--- config.mk ---
export PLATFORM = sky130hd
export DESIGN_NAME = delimited_frame_field_splitter
export DESIGN_NICKNAME = d
export VERILOG_FILES = /design/src/sv/dffs_pkg.sv /design/src/sv/dffs_body_ram.sv /design/src/sv/dffs_drain.sv /design/src/sv/delimited_frame_field_splitter.sv
export VERILOG_INCLUDE_DIRS = /design/src /design/src/sv
export SDC_FILE = /design/constraint.sdc
export NUM_CORES = 1
export LEC_CHECK = 0
export ABC_AREA = 1
export BUFFER_PORTS_ARGS = -buffer_cell sky130_fd_sc_hd__buf_2
export CAP_MARGIN = 20
export CORE_MARGIN = 4
export CORE_UTILIZATION = 48
export CTS_BUF_LIST = sky130_fd_sc_hd__clkbuf_4
export DETAILED_ROUTE_END_ITERATION = 10
export HOLD_SLACK_MARGIN = 0.03
export PLACE_DENSITY = 0.74
export SLEW_MARGIN = 30
export SYNTH_ARGS = -nofsm -noshare
export SYNTH_HDL_FRONTEND = slang
export SYNTH_SLANG_ARGS = --single-unit
--- constraint.sdc ---
create_clock -name aclk -period 3.45 [get_ports aclk]
set_input_delay 0.5175 -clock aclk [delete_from_list [all_inputs] [get_ports aclk]]
set_output_delay 0.5175 -clock aclk [all_outputs]
set_load 0.02 [all_outputs]
--- src/sv/delimited_frame_field_splitter_defines.svh ---
// Assertion macros for the frame splitter RTL.
// Depends on nothing; included by files that carry concurrent checks.
`ifndef DELIMITED_FRAME_FIELD_SPLITTER_DEFINES_SVH
`define DELIMITED_FRAME_FIELD_SPLITTER_DEFINES_SVH

// Same-cycle implication, gated off during reset.
`define DFFS_ASSERT_NOW(label, clk, rst_n, ante, cons, msg) \
    label: assert property (@(posedge clk) disable iff (!(rst_n)) (ante) |-> (cons)) \
        else $error(msg);

// Next-cycle implication, gated off during reset.
`define DFFS_ASSERT_NEXT(label, clk, rst_n, ante, cons, msg) \
    label: assert property (@(posedge clk) disable iff (!(rst_n)) (ante) |=> (cons)) \
        else $error(msg);

`endif

--- src/sv/dffs_pkg.sv ---
// Shared types and constants for the delimited frame field splitter.
// No dependencies; imported by the drain sequencer and the top level.
`timescale 1ns / 1ps
`default_nettype none

package dffs_pkg;

    localparam int BYTE_W    = 8;
    localparam int FIELD_W   = 6;
    localparam int STORE_MAX = 62;
    localparam int CFG_IDX_W = 2;

    localparam logic [BYTE_W-1:0] CHAR_LF  = 8'h0A;
    localparam logic [BYTE_W-1:0] CHAR_CR  = 8'h0D;
    localparam logic [BYTE_W-1:0] CHAR_NUL = 8'h00;

    typedef enum logic [CFG_IDX_W-1:0] {
        CFG_BEGIN_CHAR     = 2'd0,
        CFG_SEPARATOR_CHAR = 2'd1,
        CFG_END_CHAR       = 2'd2
    } cfg_reg_t;

endpackage

`default_nettype wire

--- src/sv/dffs_body_ram.sv ---
// Body byte store: single write port, one registered read port.
// No dependencies; instantiated by the top level.
`timescale 1ns / 1ps
`default_nettype none

module dffs_body_ram #(
    parameter int DEPTH  = 62,
    parameter int ADDR_W = 6,
    parameter int DATA_W = 8
) (
    input  wire logic              aclk,
    input  wire logic              wr_en,
    input  wire logic [ADDR_W-1:0] wr_addr,
    input  wire logic [DATA_W-1:0] wr_data,
    input  wire logic              rd_en,
    input  wire logic [ADDR_W-1:0] rd_addr,
    output logic      [DATA_W-1:0] rd_data
);

    logic [DATA_W-1:0] mem [DEPTH];
    logic [DATA_W-1:0] rd_data_reg;

    always_ff @(posedge aclk) begin
        if (wr_en) begin
            mem[wr_addr] <= wr_data;
        end
    end

    // Hold read data until the next read.
    always_ff @(posedge aclk) begin
        if (rd_en) begin
            rd_data_reg <= mem[rd_addr];
        end
    end

    assign rd_data = rd_data_reg;

endmodule

`default_nettype wire

--- src/sv/dffs_drain.sv ---
// Drain sequencer: reads a stored body back and emits it beat by beat.
// Depends on dffs_pkg and the assertion macro header.
`timescale 1ns / 1ps
`default_nettype none
`include "delimited_frame_field_splitter_defines.svh"

module dffs_drain
    import dffs_pkg::*;
#(
    parameter int LEN_W  = 6,
    parameter int ADDR_W = 6
) (
    input  wire logic               aclk,
    input  wire logic               aresetn,
    input  wire logic               start,
    input  wire logic [LEN_W-1:0]   count,
    input  wire logic [BYTE_W-1:0]  sep_char,
    output logic                    rd_en,
    output logic      [ADDR_W-1:0]  rd_addr,
    input  wire logic [BYTE_W-1:0]  rd_data,
    output logic                    busy,
    output logic                    m_valid,
    input  wire logic               m_ready,
    output logic      [BYTE_W-1:0]  m_body_byte,
    output logic      [FIELD_W-1:0] m_field_number,
    output logic                    m_is_separator,
    output logic                    m_last_of_message
);

    logic [LEN_W-1:0]   count_reg, count_next;
    logic [LEN_W-1:0]   issue_idx_reg, issue_idx_next;
    logic [LEN_W-1:0]   load_idx_reg, load_idx_next;
    logic               pending_reg, pending_next;
    logic               out_valid_reg, out_valid_next;
    logic [FIELD_W-1:0] field_cnt_reg, field_cnt_next;
    logic [BYTE_W-1:0]  out_byte_reg, out_byte_next;
    logic [FIELD_W-1:0] out_field_reg, out_field_next;
    logic               out_sep_reg, out_sep_next;
    logic               out_last_reg, out_last_next;

    logic issue_left;
    logic load_now;
    logic issue_now;
    logic byte_is_sep;
    logic load_last;

    assign issue_left  = issue_idx_reg < count_reg;
    assign load_now    = pending_reg && (!out_valid_reg || m_ready);
    assign issue_now   = issue_left && (!pending_reg || load_now);
    assign byte_is_sep = rd_data == sep_char;
    assign load_last   = LEN_W'(load_idx_reg + 1'b1) == count_reg;

    assign rd_en   = issue_now;
    assign rd_addr = issue_idx_reg[ADDR_W-1:0];
    assign busy    = issue_left || pending_reg || out_valid_reg;

    always_comb begin
        count_next     = count_reg;
        issue_idx_next = issue_idx_reg;
        load_idx_next  = load_idx_reg;
        field_cnt_next = field_cnt_reg;
        out_byte_next  = out_byte_reg;
        out_field_next = out_field_reg;
        out_sep_next   = out_sep_reg;
        out_last_next  = out_last_reg;

        // Drop the output beat once taken; a fresh load overrides below.
        out_valid_next = out_valid_reg && !m_ready;
        pending_next   = pending_reg && !load_now;

        if (issue_now) begin
            issue_idx_next = LEN_W'(issue_idx_reg + 1'b1);
            pending_next   = 1'b1;
        end

        if (load_now) begin
            out_valid_next = 1'b1;
            out_byte_next  = rd_data;
            out_field_next = field_cnt_reg;
            out_sep_next   = byte_is_sep;
            out_last_next  = load_last;
            load_idx_next  = LEN_W'(load_idx_reg + 1'b1);
            if (byte_is_sep) begin
                field_cnt_next = FIELD_W'(field_cnt_reg + 1'b1);
            end
        end

        if (start) begin
            count_next     = count;
            issue_idx_next = '0;
            load_idx_next  = '0;
            field_cnt_next = '0;
        end
    end

    always_ff @(posedge aclk) begin
        if (!aresetn) begin
            count_reg     <= '0;
            issue_idx_reg <= '0;
            load_idx_reg  <= '0;
            pending_reg   <= 1'b0;
            out_valid_reg <= 1'b0;
            field_cnt_reg <= '0;
        end else begin
            count_reg     <= count_next;
            issue_idx_reg <= issue_idx_next;
            load_idx_reg  <= load_idx_next;
            pending_reg   <= pending_next;
            out_valid_reg <= out_valid_next;
            field_cnt_reg <= field_cnt_next;
        end
    end

    always_ff @(posedge aclk) begin
        out_byte_reg  <= out_byte_next;
        out_field_reg <= out_field_next;
        out_sep_reg   <= out_sep_next;
        out_last_reg  <= out_last_next;
    end

    assign m_valid           = out_valid_reg;
    assign m_body_byte       = out_byte_reg;
    assign m_field_number    = out_field_reg;
    assign m_is_separator    = out_sep_reg;
    assign m_last_of_message = out_last_reg;

    `DFFS_ASSERT_NOW(a_start_when_idle, aclk, aresetn, start, !busy, "drain started while busy")
    `DFFS_ASSERT_NOW(a_one_read_in_flight, aclk, aresetn, pending_reg, issue_idx_reg == LEN_W'(load_idx_reg + 1'b1), "read tracking out of step")
    `DFFS_ASSERT_NEXT(a_idle_after_last, aclk, aresetn, m_valid && m_ready && m_last_of_message, !busy, "drain still busy after last beat")

endmodule

`default_nettype wire

--- src/sv/delimited_frame_field_splitter.sv ---
// Delimited frame field splitter. Takes one received byte per input beat and
// drops line feed, carriage return and NUL. A begin character opens (or
// restarts) a frame; bytes outside a frame are discarded; an end character
// closes the frame and, if the body is non-empty and fit in the
// WINDOW_SIZE-2 byte store (at most 62), replays it as one output beat per
// byte tagged with field number, separator mark and last flag. A closing byte
// starts a drain of n stored bytes out of the body RAM (one write port, one
// registered read port): the first beat passes through the drain's length
// register, the RAM read register and the output register, then one beat
// per cycle while m_ready is high, and the input side is held off until the
// drain is done. Configuration writes are accepted every cycle; write them
// only while the block is idle. Depends on dffs_pkg, dffs_body_ram and
// dffs_drain.
`timescale 1ns / 1ps
`default_nettype none

module delimited_frame_field_splitter
    import dffs_pkg::*;
#(
    parameter int WINDOW_SIZE = 64
) (
    input  wire logic                 aclk,
    input  wire logic                 aresetn,
    // Configuration write channel
    input  wire logic                 cfg_valid,
    output logic                      cfg_ready,
    input  wire logic [CFG_IDX_W-1:0] cfg_index,
    input  wire logic [BYTE_W-1:0]    cfg_data,
    // Received bytes
    input  wire logic                 s_valid,
    output logic                      s_ready,
    input  wire logic [BYTE_W-1:0]    s_rx_byte,
    // Message body beats
    output logic                      m_valid,
    input  wire logic                 m_ready,
    output logic      [BYTE_W-1:0]    m_body_byte,
    output logic      [FIELD_W-1:0]   m_field_number,
    output logic                      m_is_separator,
    output logic                      m_last_of_message
);

    // Body capacity, clamped to the largest store the field number can tag.
    localparam int BODY_CAP = (WINDOW_SIZE - 2) > STORE_MAX ? STORE_MAX : (WINDOW_SIZE - 2);
    localparam int LEN_W    = $clog2(BODY_CAP + 1);
    localparam int ADDR_W   = $clog2(BODY_CAP);

    // Configuration registers
    logic [BYTE_W-1:0] begin_char_reg, begin_char_next;
    logic [BYTE_W-1:0] sep_char_reg, sep_char_next;
    logic [BYTE_W-1:0] end_char_reg, end_char_next;

    // Frame state
    logic             in_frame_reg, in_frame_next;
    logic             overflow_reg, overflow_next;
    logic [LEN_W-1:0] body_len_reg, body_len_next;

    logic              accept;
    logic              dropped;
    logic              is_end;
    logic              is_begin;
    logic              is_body;
    logic              room;
    logic              wr_en;
    logic              drain_start;
    logic              drain_busy;
    logic              rd_en;
    logic [ADDR_W-1:0] rd_addr;
    logic [BYTE_W-1:0] rd_data;

    // Config port never stalls.
    assign cfg_ready = 1'b1;

    always_comb begin
        begin_char_next = begin_char_reg;
        sep_char_next   = sep_char_reg;
        end_char_next   = end_char_reg;
        if (cfg_valid) begin
            case (cfg_reg_t'(cfg_index))
                CFG_BEGIN_CHAR:     begin_char_next = cfg_data;
                CFG_SEPARATOR_CHAR: sep_char_next   = cfg_data;
                CFG_END_CHAR:       end_char_next   = cfg_data;
                default: begin
                    // Unmapped index: ignore the write.
                end
            endcase
        end
    end

    // Hold off new bytes while a body is being replayed out of the RAM.
    assign s_ready = !drain_busy;
    assign accept  = s_valid && s_ready;

    // Classify the byte: filler first, then end, then begin, then body.
    assign dropped  = (s_rx_byte == CHAR_LF) || (s_rx_byte == CHAR_CR) ||
                      (s_rx_byte == CHAR_NUL);
    assign is_end   = !dropped && (s_rx_byte == end_char_reg);
    assign is_begin = !dropped && !is_end && (s_rx_byte == begin_char_reg);
    assign is_body  = !dropped && !is_end && !is_begin && in_frame_reg;
    assign room     = body_len_reg < LEN_W'(BODY_CAP);

    assign wr_en       = accept && is_body && room;
    assign drain_start = accept && is_end && in_frame_reg &&
                         (body_len_reg != '0) && !overflow_reg;

    always_comb begin
        in_frame_next = in_frame_reg;
        overflow_next = overflow_reg;
        body_len_next = body_len_reg;
        if (accept) begin
            if (is_end) begin
                // Close the frame; the drain takes the length captured now.
                in_frame_next = 1'b0;
                overflow_next = 1'b0;
                body_len_next = '0;
            end else if (is_begin) begin
                // Open or restart with an empty body.
                in_frame_next = 1'b1;
                overflow_next = 1'b0;
                body_len_next = '0;
            end else if (is_body) begin
                if (room) begin
                    body_len_next = LEN_W'(body_len_reg + 1'b1);
                end else begin
                    overflow_next = 1'b1;
                end
            end
        end
    end

    always_ff @(posedge aclk) begin
        if (!aresetn) begin
            begin_char_reg <= '0;
            sep_char_reg   <= '0;
            end_char_reg   <= '0;
            in_frame_reg   <= 1'b0;
            overflow_reg   <= 1'b0;
            body_len_reg   <= '0;
        end else begin
            begin_char_reg <= begin_char_next;
            sep_char_reg   <= sep_char_next;
            end_char_reg   <= end_char_next;
            in_frame_reg   <= in_frame_next;
            overflow_reg   <= overflow_next;
            body_len_reg   <= body_len_next;
        end
    end

    // Body store: written at the fill point, read back only by the drain.
    // Intake stalls during a drain, so reads and writes never meet.
    dffs_body_ram #(
        .DEPTH  (BODY_CAP),
        .ADDR_W (ADDR_W),
        .DATA_W (BYTE_W)
    ) u_body_ram (
        .aclk    (aclk),
        .wr_en   (wr_en),
        .wr_addr (body_len_reg[ADDR_W-1:0]),
        .wr_data (s_rx_byte),
        .rd_en   (rd_en),
        .rd_addr (rd_addr),
        .rd_data (rd_data)
    );

    dffs_drain #(
        .LEN_W  (LEN_W),
        .ADDR_W (ADDR_W)
    ) u_drain (
        .aclk              (aclk),
        .aresetn           (aresetn),
        .start             (drain_start),
        .count             (body_len_reg),
        .sep_char          (sep_char_reg),
        .rd_en             (rd_en),
        .rd_addr           (rd_addr),
        .rd_data           (rd_data),
        .busy              (drain_busy),
        .m_valid           (m_valid),
        .m_ready           (m_ready),
        .m_body_byte       (m_body_byte),
        .m_field_number    (m_field_number),
        .m_is_separator    (m_is_separator),
        .m_last_of_message (m_last_of_message)
    );

endmodule

`default_nettype wire
Yosys cells after proc, flatten, opt, wreduce, memory -nomap -nowiden --
Memories as Yosys holds them, arrays and structs flattened. A register that Yosys moved wholly into a read port is not among the register bits. Index checks and enable logic that the tools add are counted.
Cells by class: add/subtract/negate cells 4, multipliers 0, divide/modulo/power cells 0, magnitude comparators 2, equal/unequal tests 9, shifts and indexed selects 0, muxes and demuxes 14, bitwise logic cells 1, reductions and logical operators 45
Operators by type and width (count):
- $add A6 B1 Y6 const B | 4
- $eq A8 B8 Y1 | 3
- $mux W6 | 4
- $eq A8 B4 Y1 const B | 2
- $logic_and A1 B1 Y1 | 16
- $mux W1 | 10
- $reduce_and A2 Y1 | 5
- $logic_not A1 Y1 | 9
- $logic_not A8 Y1 | 1
- $eq A6 B6 Y1 | 1
- $logic_or A1 B1 Y1 | 6
- $lt A6 B6 Y1 | 1
- $lt A6 B6 Y1 const B | 1
- $reduce_and A3 Y1 | 2
- $reduce_bool A3 Y1 | 2
- $reduce_bool A6 Y1 | 1
- $ne A3 B3 Y1 const B | 1
- $eq A2 B1 Y1 const B | 1
- $eq A2 B2 Y1 const B | 1
- $logic_not A2 Y1 | 1
- $reduce_bool A2 Y1 | 1
- $reduce_or A2 Y1 | 1
- $not A1 Y1 | 1
Storage, ports and cells: bits in registers 74, latch bits 0, RAM bits 496, memory bits (read-only) 0, input port bits 23, output and inout bits 19, word-level logic and storage cells 92, memories 1
Memories:
- u_body_ram.mem | words 62, width 8, rd ports 1, clocked after memory_dff 1, wr ports 1, RTL line dffs_body_ram.sv:20 | logic [DATA_W-1:0] mem [DEPTH];

Longest topological paths before layout --
Gate-level depths: netlist (run 1).
depth after elaboration 15, mapped depth 15, mapped depth without buffers 13

Modules after synthesis --
Synthesis (run 1) repeated with hierarchy kept, for this count alone.
Unflattened totals: cell total of the unflattened synthesis 2300, area total of the unflattened synthesis 24478.5 µm²
Modules (own cells, without submodules):
- dffs_body_ram | instances 1, cells an instance 1756, area an instance 20546.0 µm², sequential area each 15134.5 µm²
- dffs_drain | instances 1, cells an instance 262, area an instance 2107.0 µm², sequential area each 1001.0 µm²
- delimited_frame_field_splitter | instances 1, cells an instance 282, area an instance 1825.5 µm², sequential area each 640.6 µm²

Worst setup path after synthesis (run 1) --
Ideal clock, no wire load.
path type reg2reg, start point register u_drain.count_reg[5], end point memory u_body_ram.mem[11][0] (enable), library setup time 0.370 ns, arrival 1.921 ns, required time 3.080 ns, setup slack 1.159 ns, cell stages (with the launch flop) 13, path buffers 0, clock period less this slack 2.291 ns, path through dfxtp_1 -> inv_1 -> ha_1 -> nand2_1 -> nor2_1 -> nand2_2 -> nand2_4 -> nand3_4 -> nor2_4 -> nand2_4 -> inv_6 -> nand3_4 -> nor2_1
On the way: cells in the longest elaborated chain, start to end 9
Ends and longest elaborated chain:
- start: declaration | RTL line dffs_drain.sv:30 | logic [LEN_W-1:0] count_reg, count_next;
- start signal: assignment | RTL line dffs_drain.sv:105 | count_reg <= count_next;
- $lt A6 B6 Y1 | RTL line dffs_drain.sv:47 | assign issue_left = issue_idx_reg < count_reg;
- $logic_or A1 B1 Y1 (2 in series) | RTL line dffs_drain.sv:55 | assign busy = issue_left || pending_reg || out_valid_reg;
- $logic_not A1 Y1 | RTL line delimited_frame_field_splitter.sv:90 | assign s_ready = !drain_busy;
- $logic_and A1 B1 Y1 | RTL line delimited_frame_field_splitter.sv:91 | assign accept = s_valid && s_ready;
- $logic_and A1 B1 Y1 (2 in series) | RTL line delimited_frame_field_splitter.sv:101 | assign wr_en = accept && is_body && room;
- $mux W1 | RTL line dffs_body_ram.sv:24 | if (wr_en) begin
- $mux W1 (not written as such) | RTL line dffs_body_ram.sv:25 | mem[wr_addr] <= wr_data;
- end: declaration | RTL line dffs_body_ram.sv:20
No other way between the ends.

Final worst setup path (run 1) --
start point register u_drain.issue_idx_reg[0], in the netlist u_drain.rd_addr[0], end point memory u_body_ram.mem[30][5] (enable)
On the way: cells in the longest elaborated chain, start to end 9
Ends and longest elaborated chain:
- start: declaration | RTL line dffs_drain.sv:31 | logic [LEN_W-1:0] issue_idx_reg, issue_idx_next;
- start signal: assignment | RTL line dffs_drain.sv:106 | issue_idx_reg <= issue_idx_next;
- $lt A6 B6 Y1 | RTL line dffs_drain.sv:47
- $logic_or A1 B1 Y1 (2 in series) | RTL line dffs_drain.sv:55
- $logic_not A1 Y1 | RTL line delimited_frame_field_splitter.sv:90
- $logic_and A1 B1 Y1 | RTL line delimited_frame_field_splitter.sv:91
- $logic_and A1 B1 Y1 (2 in series) | RTL line delimited_frame_field_splitter.sv:101
- $mux W1 | RTL line dffs_body_ram.sv:24
- $mux W1 (not written as such) | RTL line dffs_body_ram.sv:25
No other way between the ends.

==> results of run 1 <==
[worst reg2reg max path: cells and delay by family (launching register included)]
kind | cells | cell delay, ps
flip-flops | 1 | 580
buffers and inverters | 2 | 410
AND/OR/NAND/NOR | 10 | 1620
[cell usage after synthesis]
master / count
nand4_1: 4
inv_4: 1
nor2_4: 2
o22ai_1: 49
or2_2: 5
nand3b_1: 3
a21oi_1: 42
nand3_1: 84
clkinv_1: 6
inv_1: 82
and3_1: 1
nand2_4: 4
nor3_1: 8
a22oi_1: 3
o21ai_0: 273
nand2_2: 7
a31o_2: 2
buf_1: 7
buf_6: 1
a21oi_2: 7
conb_1: 1
nor4_1: 1
inv_2: 1
dfxtp_1: 58
buf_12: 1
nor3_4: 1
edfxtp_1: 520
nand3_4: 3
xor2_1: 9
a31oi_1: 1
o21ai_1: 3
inv_6: 1
clkbuf_1: 43
o211ai_1: 58
nor2_2: 1
nand2_1: 250
xnor2_1: 22
nor2_1: 453
buf_4: 9
buf_2: 49
ha_1: 10
[how the worst min path moves through the flow]
stage,start,end,depth (start not counted)
finish,cfg_valid,sep_char_reg[3],5
global route,cfg_valid,sep_char_reg[3],5
CTS,cfg_valid,sep_char_reg[3],5
detailed placement,u_drain.field_cnt_reg[5],u_drain.m_field_number[5],0
global placement,u_drain.field_cnt_reg[5],u_drain.m_field_number[5],0
floorplan,u_drain.field_cnt_reg[5],u_drain.m_field_number[5],0
[per-stage QoR]
stage	setup slack, ps	cell area (um2)
floorplan	1160	23900
global placement	594	24700
detailed placement	498	24700
CTS	385	26800
global route	225	26800
finish	443	26800
[where the power goes]
part	switching, mW	total (mW)	internal, mW	leakage, nW
sequential	0.00972	7.63	7.62	5.14
clock	2.75	5.73	2.98	1.08
combinational	0.219	0.285	0.0662	3.20
total	2.98	13.7	10.7	9.42
[cells by family (layout without fill, tap and decap cells)]
group | Yosys count | count (layout)
other cells | 1 | 4
buf+inv | 201 | 449
simple gates | 827 | 827
compound gates | 438 | 438
flops | 578 | 578
xor+xnor | 31 | 31
fa+ha+maj | 10 | 10
[per-layer routing]
layer / GRT usage [%] / part of all wire [%]
met1: 32.0 / 39
met5: 0 / 0.020
met4: 10.9 / 3.7
met3: 7.31 / 11
met2: 37.9 / 46
[area by class of cell]
type                            count  area (um2)
Antenna cell                        3        7.51
Clock buffer                      199        1490
Clock inverter                     52         335
Fill cell                        4139       22200
Inverter                           91         353
Multi-Input combinational cell   1307        6220
Sequential cell                   578       16800
Tap cell                          664         831
Timing Repair Buffer              107         781
[repair_timing]
item                                   in CTS  in global routing
setup endpoints to repair                   0                  0
endpoints found under the hold margin      41                  0
hold buffers                               26                  0
==> out/qor.csv, run 1 <==
stage;metric;value;unit
run_status;status;completed;
global_routing;grt_first_pass_wirelength;98400;um
min_path;holdCritPathClass;primary input to flip-flop;
worst_setup_path;cp-end-kind;flip-flop;
worst_setup_path;critical_path.top_delay_family;simple AND/OR/NAND/NOR gates;
yosys;avgSynthCellArea;11.4;um2
worst_setup_path;cp_max_fo;55;
yosys;yosysUniqueCellTypes;41;
cells_and_area;final_core_util;54.7;%
place;dpl.hpwl;40300;um
timing;finalHoldViolCount;0;
worst_setup_path;reg2reg_from;u_drain.rd_addr[0];
place;gp_congestion;0.947;
cts;cts_setup_buffers;0;
yosys;synth_mux_area_share;0;%
yosys;synth_area;23900;um2
worst_setup_path;cp.depth;12;
worst_setup_path;rrSetupSlack;440;ps
cells_and_area;nets;2263;
yosys;synth_cells;2086;
detailed_routing;detail-route-antenna-nets;0;
detailed_routing;dr_total_vias;17300;
detailed_routing;finalWirelength;65900;um
cells_and_area;stdcell_count;3001;
worst_setup_path;r2r-end;u_body_ram.mem[30][5];
cells_and_area;final_common_cell;edfxtp_1;
yosys;synthAdderAreaFrac;0.524;%
cts;cts_tree;yes;
pwr;worst_ir_drop_vdd;0.229;mV
timing;worst_slew_pin_slew;942;ps
floorplanning;dieArea;53400;um2
detailed_routing;wire_per_inst;22.0;um
worst_setup_path;cp.required;4030;ps
cells_and_area;regMostFlops;u_body_ram.mem;
global_routing;grt_pass1_vias;17100;
cts;clkTransAtPathRegs;70;ps
cts;htreeDepth;4;
floorplanning;coreArea;49100;um2
yosys;synthXorXnorAreaFrac;1.14;%
yosys;synthTopCellsByArea;edfxtp_1, nor2_1, o21ai_0, dfxtp_1, nand2_1;
place;dp.cells;2721;
cts;clockBufferDepth;3;
detailed_routing;viasPerCell;5.76;
detailed_routing;drc;0;
timing;hold_slack;127;ps
worst_setup_path;crit_end;u_body_ram.mem[30][5];
worst_setup_path;crit_buf_inv;2;
floorplanning;die_w;231;um
pwr;p_leak;9.42;nW
floorplanning;fp.dieH;231;um
worst_setup_path;cp.arrival;3580;ps
global_routing;grt_usage;24.4;%
floorplanning;start_util;48.7;%
yosys;ys_warn_count;0;
worst_setup_path;critPathMaxStageDelay;590;ps
worst_setup_path;worstSetupStartpointType;flip-flop;
worst_setup_path;crit_type;flip-flop to flip-flop;
cells_and_area;drive_gt1_share;14.6;%
pwr;power_density;509;nW/um2
yosys;syn_nets;2119;
yosys;yosysSeqAreaShare;70.3;%
worst_setup_path;crit_chain;inv_6 -> nand2_1 -> nand2_1 -> nand2_1 -> nand2_2 -> nand2_4 -> nand3_4 -> nor2_4 -> nand2_4 -> inv_6 -> nand2_2 -> nor2_1;
worst_setup_path;crit_top_cell;nand2_1;
timing;finalMaxSlewViolations;0;
timing;layout_min_cycle_time;3010;ps
timing;fmax;333;MHz
worst_setup_path;rr_worst_depth;12;
worst_setup_path;crit_start;u_drain.rd_addr[0];
pwr;finalPower;13.7;mW
cts;insertion_delay;1010;ps
floorplanning;ios;42;
cells_and_area;largest_reg_flops;496;
timing;setup_viol;0;
yosys;yosys.area.top_type;edfxtp_1;
cells_and_area;areaGrowthSynthToFinish;12.3;%
timing;grt_setup_unrepaired;no;
detailed_routing;drt-initial-drc-count;2274;
timing;maxSlewHeadroom;37.2;%
timing;tns;0;ps
detailed_routing;drt_first_pass_iters;6;
worst_setup_path;crit_slowest_cell;nor2_1;
timing;min_period_over_period;87.2;%
place;port_buffers;40;
yosys;ys_seq_elements;578;
global_routing;grt_max_degree;169;
cts;cts-buffers-inserted;145;
timing;clock_skew;58.1;ps
cts;cts.sinks;578;
yosys;synth-compound-area-share;10.2;%
floorplanning;num_rows;81;
global_routing;grt-ovfl-total;0;
cells_and_area;final_cell_mix;edfxtp_1, nor2_1, o21ai_0;
job;drv_cap;0;
cts;cts_resized;0;
yosys;synthSimpleGateAreaFrac;14.1;%
cts;cts-root-buf;clkbuf_4;
yosys;yosys.area.top_type_share;65.4;%
yosys;synth_top_family_by_area;simple AND/OR/NAND/NOR gates;
global_routing;antenna_found_initial;4;
Power figures use the tool's default switching activity.
==> inputs of run 2 (changes only) <==
MAX_ROUTING_LAYER = met4   (was default)
==> out/qor.csv, run 2 (synthesis results as in run 1) <==
stage;metric;value;unit;change
run_status;status;completed;;
cts;cts-root-buf;clkbuf_4;;
floorplanning;fp.dieH;231;um;unchanged
timing;tns;0;ps;unchanged
cells_and_area;fillCellCount;4161;;+0.53%
cts;cts-buffers-inserted;144;;-0.69%
detailed_routing;wl_met3;7580;um;+6.0%
worst_setup_path;crit_chain;inv_6 -> nand2_1 -> nand2_1 -> nand2_1 -> nand2_2 -> nand2_4 -> nand2_1 -> inv_1 -> buf_2;;
detailed_routing;viasPerCell;5.76;;about the same
timing;fmax;312;MHz;-6.3%
floorplanning;ios;42;;unchanged
timing;worst_slew_pin_slew;953;ps;+11.5 ps
timing;min_period_over_period;93.0;%;+5.9 points
worst_setup_path;crit_top_cell;nand2_1;;
cells_and_area;fin_area;26800;um2;about the same
floorplanning;coreArea;49100;um2;unchanged
cts;cts.sinks;578;;unchanged
worst_setup_path;cp.required;2930;ps;-1100 ps
timing;layout_min_cycle_time;3210;ps;+202 ps
cts;clockBufferDepth;3;;unchanged
cells_and_area;largest_reg_flops;496;;unchanged
cells_and_area;final_common_cell;edfxtp_1;;
detailed_routing;drt-initial-drc-count;2386;;+4.9%
detailed_routing;wire_per_inst;21.9;um;-0.28%
pwr;finalPower;13.7;mW;+0.65%
place;gp_congestion;0.942;;-0.49%
pwr;p_leak;9.44;nW;+0.22%
floorplanning;dieArea;53400;um2;unchanged
detailed_routing;dr_wl_met2;30400;um;-0.12%
cts;cts_resized;0;;unchanged
worst_setup_path;worstSetupStartpointType;flip-flop;;
cts;insertion_delay;1000;ps;about the same
cells_and_area;drive_gt1_share;15.2;%;+0.59 points
floorplanning;num_rows;81;;unchanged
min_path;holdCritPathClass;primary input to flip-flop;;
cts;holdBufCountCts;20;;-23%
global_routing;grt_usage;25.4;%;+0.99 points
floorplanning;start_util;48.7;%;unchanged
place;port_buffers;40;;unchanged
worst_setup_path;cp.arrival;2690;ps;-890 ps
worst_setup_path;crit_slowest_cell;inv_6;;
detailed_routing;drt_first_pass_iters;8;;+2
cells_and_area;areaGrowthSynthToFinish;12.3;%;about the same
global_routing;grt-ovfl-total;0;;unchanged
timing;clock_skew;59.6;ps;+1.46 ps
cells_and_area;final_core_util;54.7;%;about the same
timing;setup_viol;0;;unchanged
floorplanning;die_w;231;um;unchanged
cts;cts_setup_buffers;0;;unchanged
cells_and_area;final_cell_mix;edfxtp_1, nor2_1, o21ai_0;;
cts;cts_tree;yes;;
detailed_routing;top_layer;met4;;
pwr;worst_ir_drop_vdd;0.252;mV;+10%
timing;finalHoldViolCount;0;;unchanged
worst_setup_path;cp_max_fo;95;;+73%
worst_setup_path;critPathMaxStageDelay;520;ps;-70 ps
place;placed_area;24700;um2;about the same
global_routing;antenna_found_initial;3;;-1
worst_setup_path;crit_type;flip-flop to primary output;;
cells_and_area;nets;2256;;-0.31%
global_routing;grt_max_degree;219;;+30%
timing;grt_setup_unrepaired;no;;
detailed_routing;drc;0;;unchanged
worst_setup_path;cp-end-kind;primary output;;
timing;hold_slack;124;ps;-3.39 ps
global_routing;grt_first_pass_wirelength;99200;um;+0.74%
timing;finalMaxSlewViolations;0;;unchanged
pwr;power_density;512;nW/um2;+0.63%
global_routing;grt_pass1_vias;16900;;-0.89%
job;drv_cap;0;;unchanged
cells_and_area;regMostFlops;u_body_ram.mem;;
place;dpl.hpwl;40400;um;+0.20%
cts;clkTransAtPathRegs;80;ps;about the same
detailed_routing;finalWirelength;65700;um;-0.21%
timing;maxSlewHeadroom;36.5;%;-0.77 points
cts;htreeDepth;4;;unchanged
detailed_routing;detail-route-antenna-nets;0;;unchanged
detailed_routing;dr_total_vias;17300;;+0.16%
detailed_routing;m1WireLength;25700;um;-0.53%
[run 2: worst paths after layout]
check | end | depth (start not counted) | from | slack, ps
max | s_ready | 9 | u_drain.rd_addr[0] | 240
min | in_frame_reg | 7 | s_rx_byte[6] | 120
max reg2reg | u_body_ram.mem[30][2] | 12 | u_drain.rd_addr[0] | 310
min reg2reg | u_drain.m_field_number[5] | 0 | u_drain.field_cnt_reg[5] | 460
[run 2: layout make-up]
class	instances	area, um2	share of cell area [%]
clock buffers	217	1630	6.08
multi-input cells	1307	6220	23.2
clock inverters	41	251	0.938
repair buffers	101	733	2.73
diodes	4	10.0	0.0373
flip-flops and latches	578	16800	62.6
well taps	664	831	3.10
inverters	91	353	1.32
[run 2: power breakdown]
group          internal [mW]  total (mW)  leakage, nW  switching [mW]
clock                   3.10        5.83         1.12            2.73
combinational         0.0628       0.279         3.18           0.216
sequential              7.62        7.63         5.14         0.00991
[run 2: metal layers]
metal	global-route usage (%)	vias up
met4	9.81	0
met2	38.3	1072
met3	7.73	153
li1	-	7732
met1	32.7	8344
met5	-	-
[run 2: metrics by stage]
stage	cells	setup WS, ps
final	3003	241
after global routing	3002	79.8
after CTS	2999	179
after detailed placement	2721	363
after global placement	2721	517
after floorplan	2086	1160
[run 2: worst max-delay path: cells and delay by family, from the launching register on]
kind | cells | cell delay, ps
buf+inv | 3 | 720
flops | 1 | 470
simple gates | 6 | 520
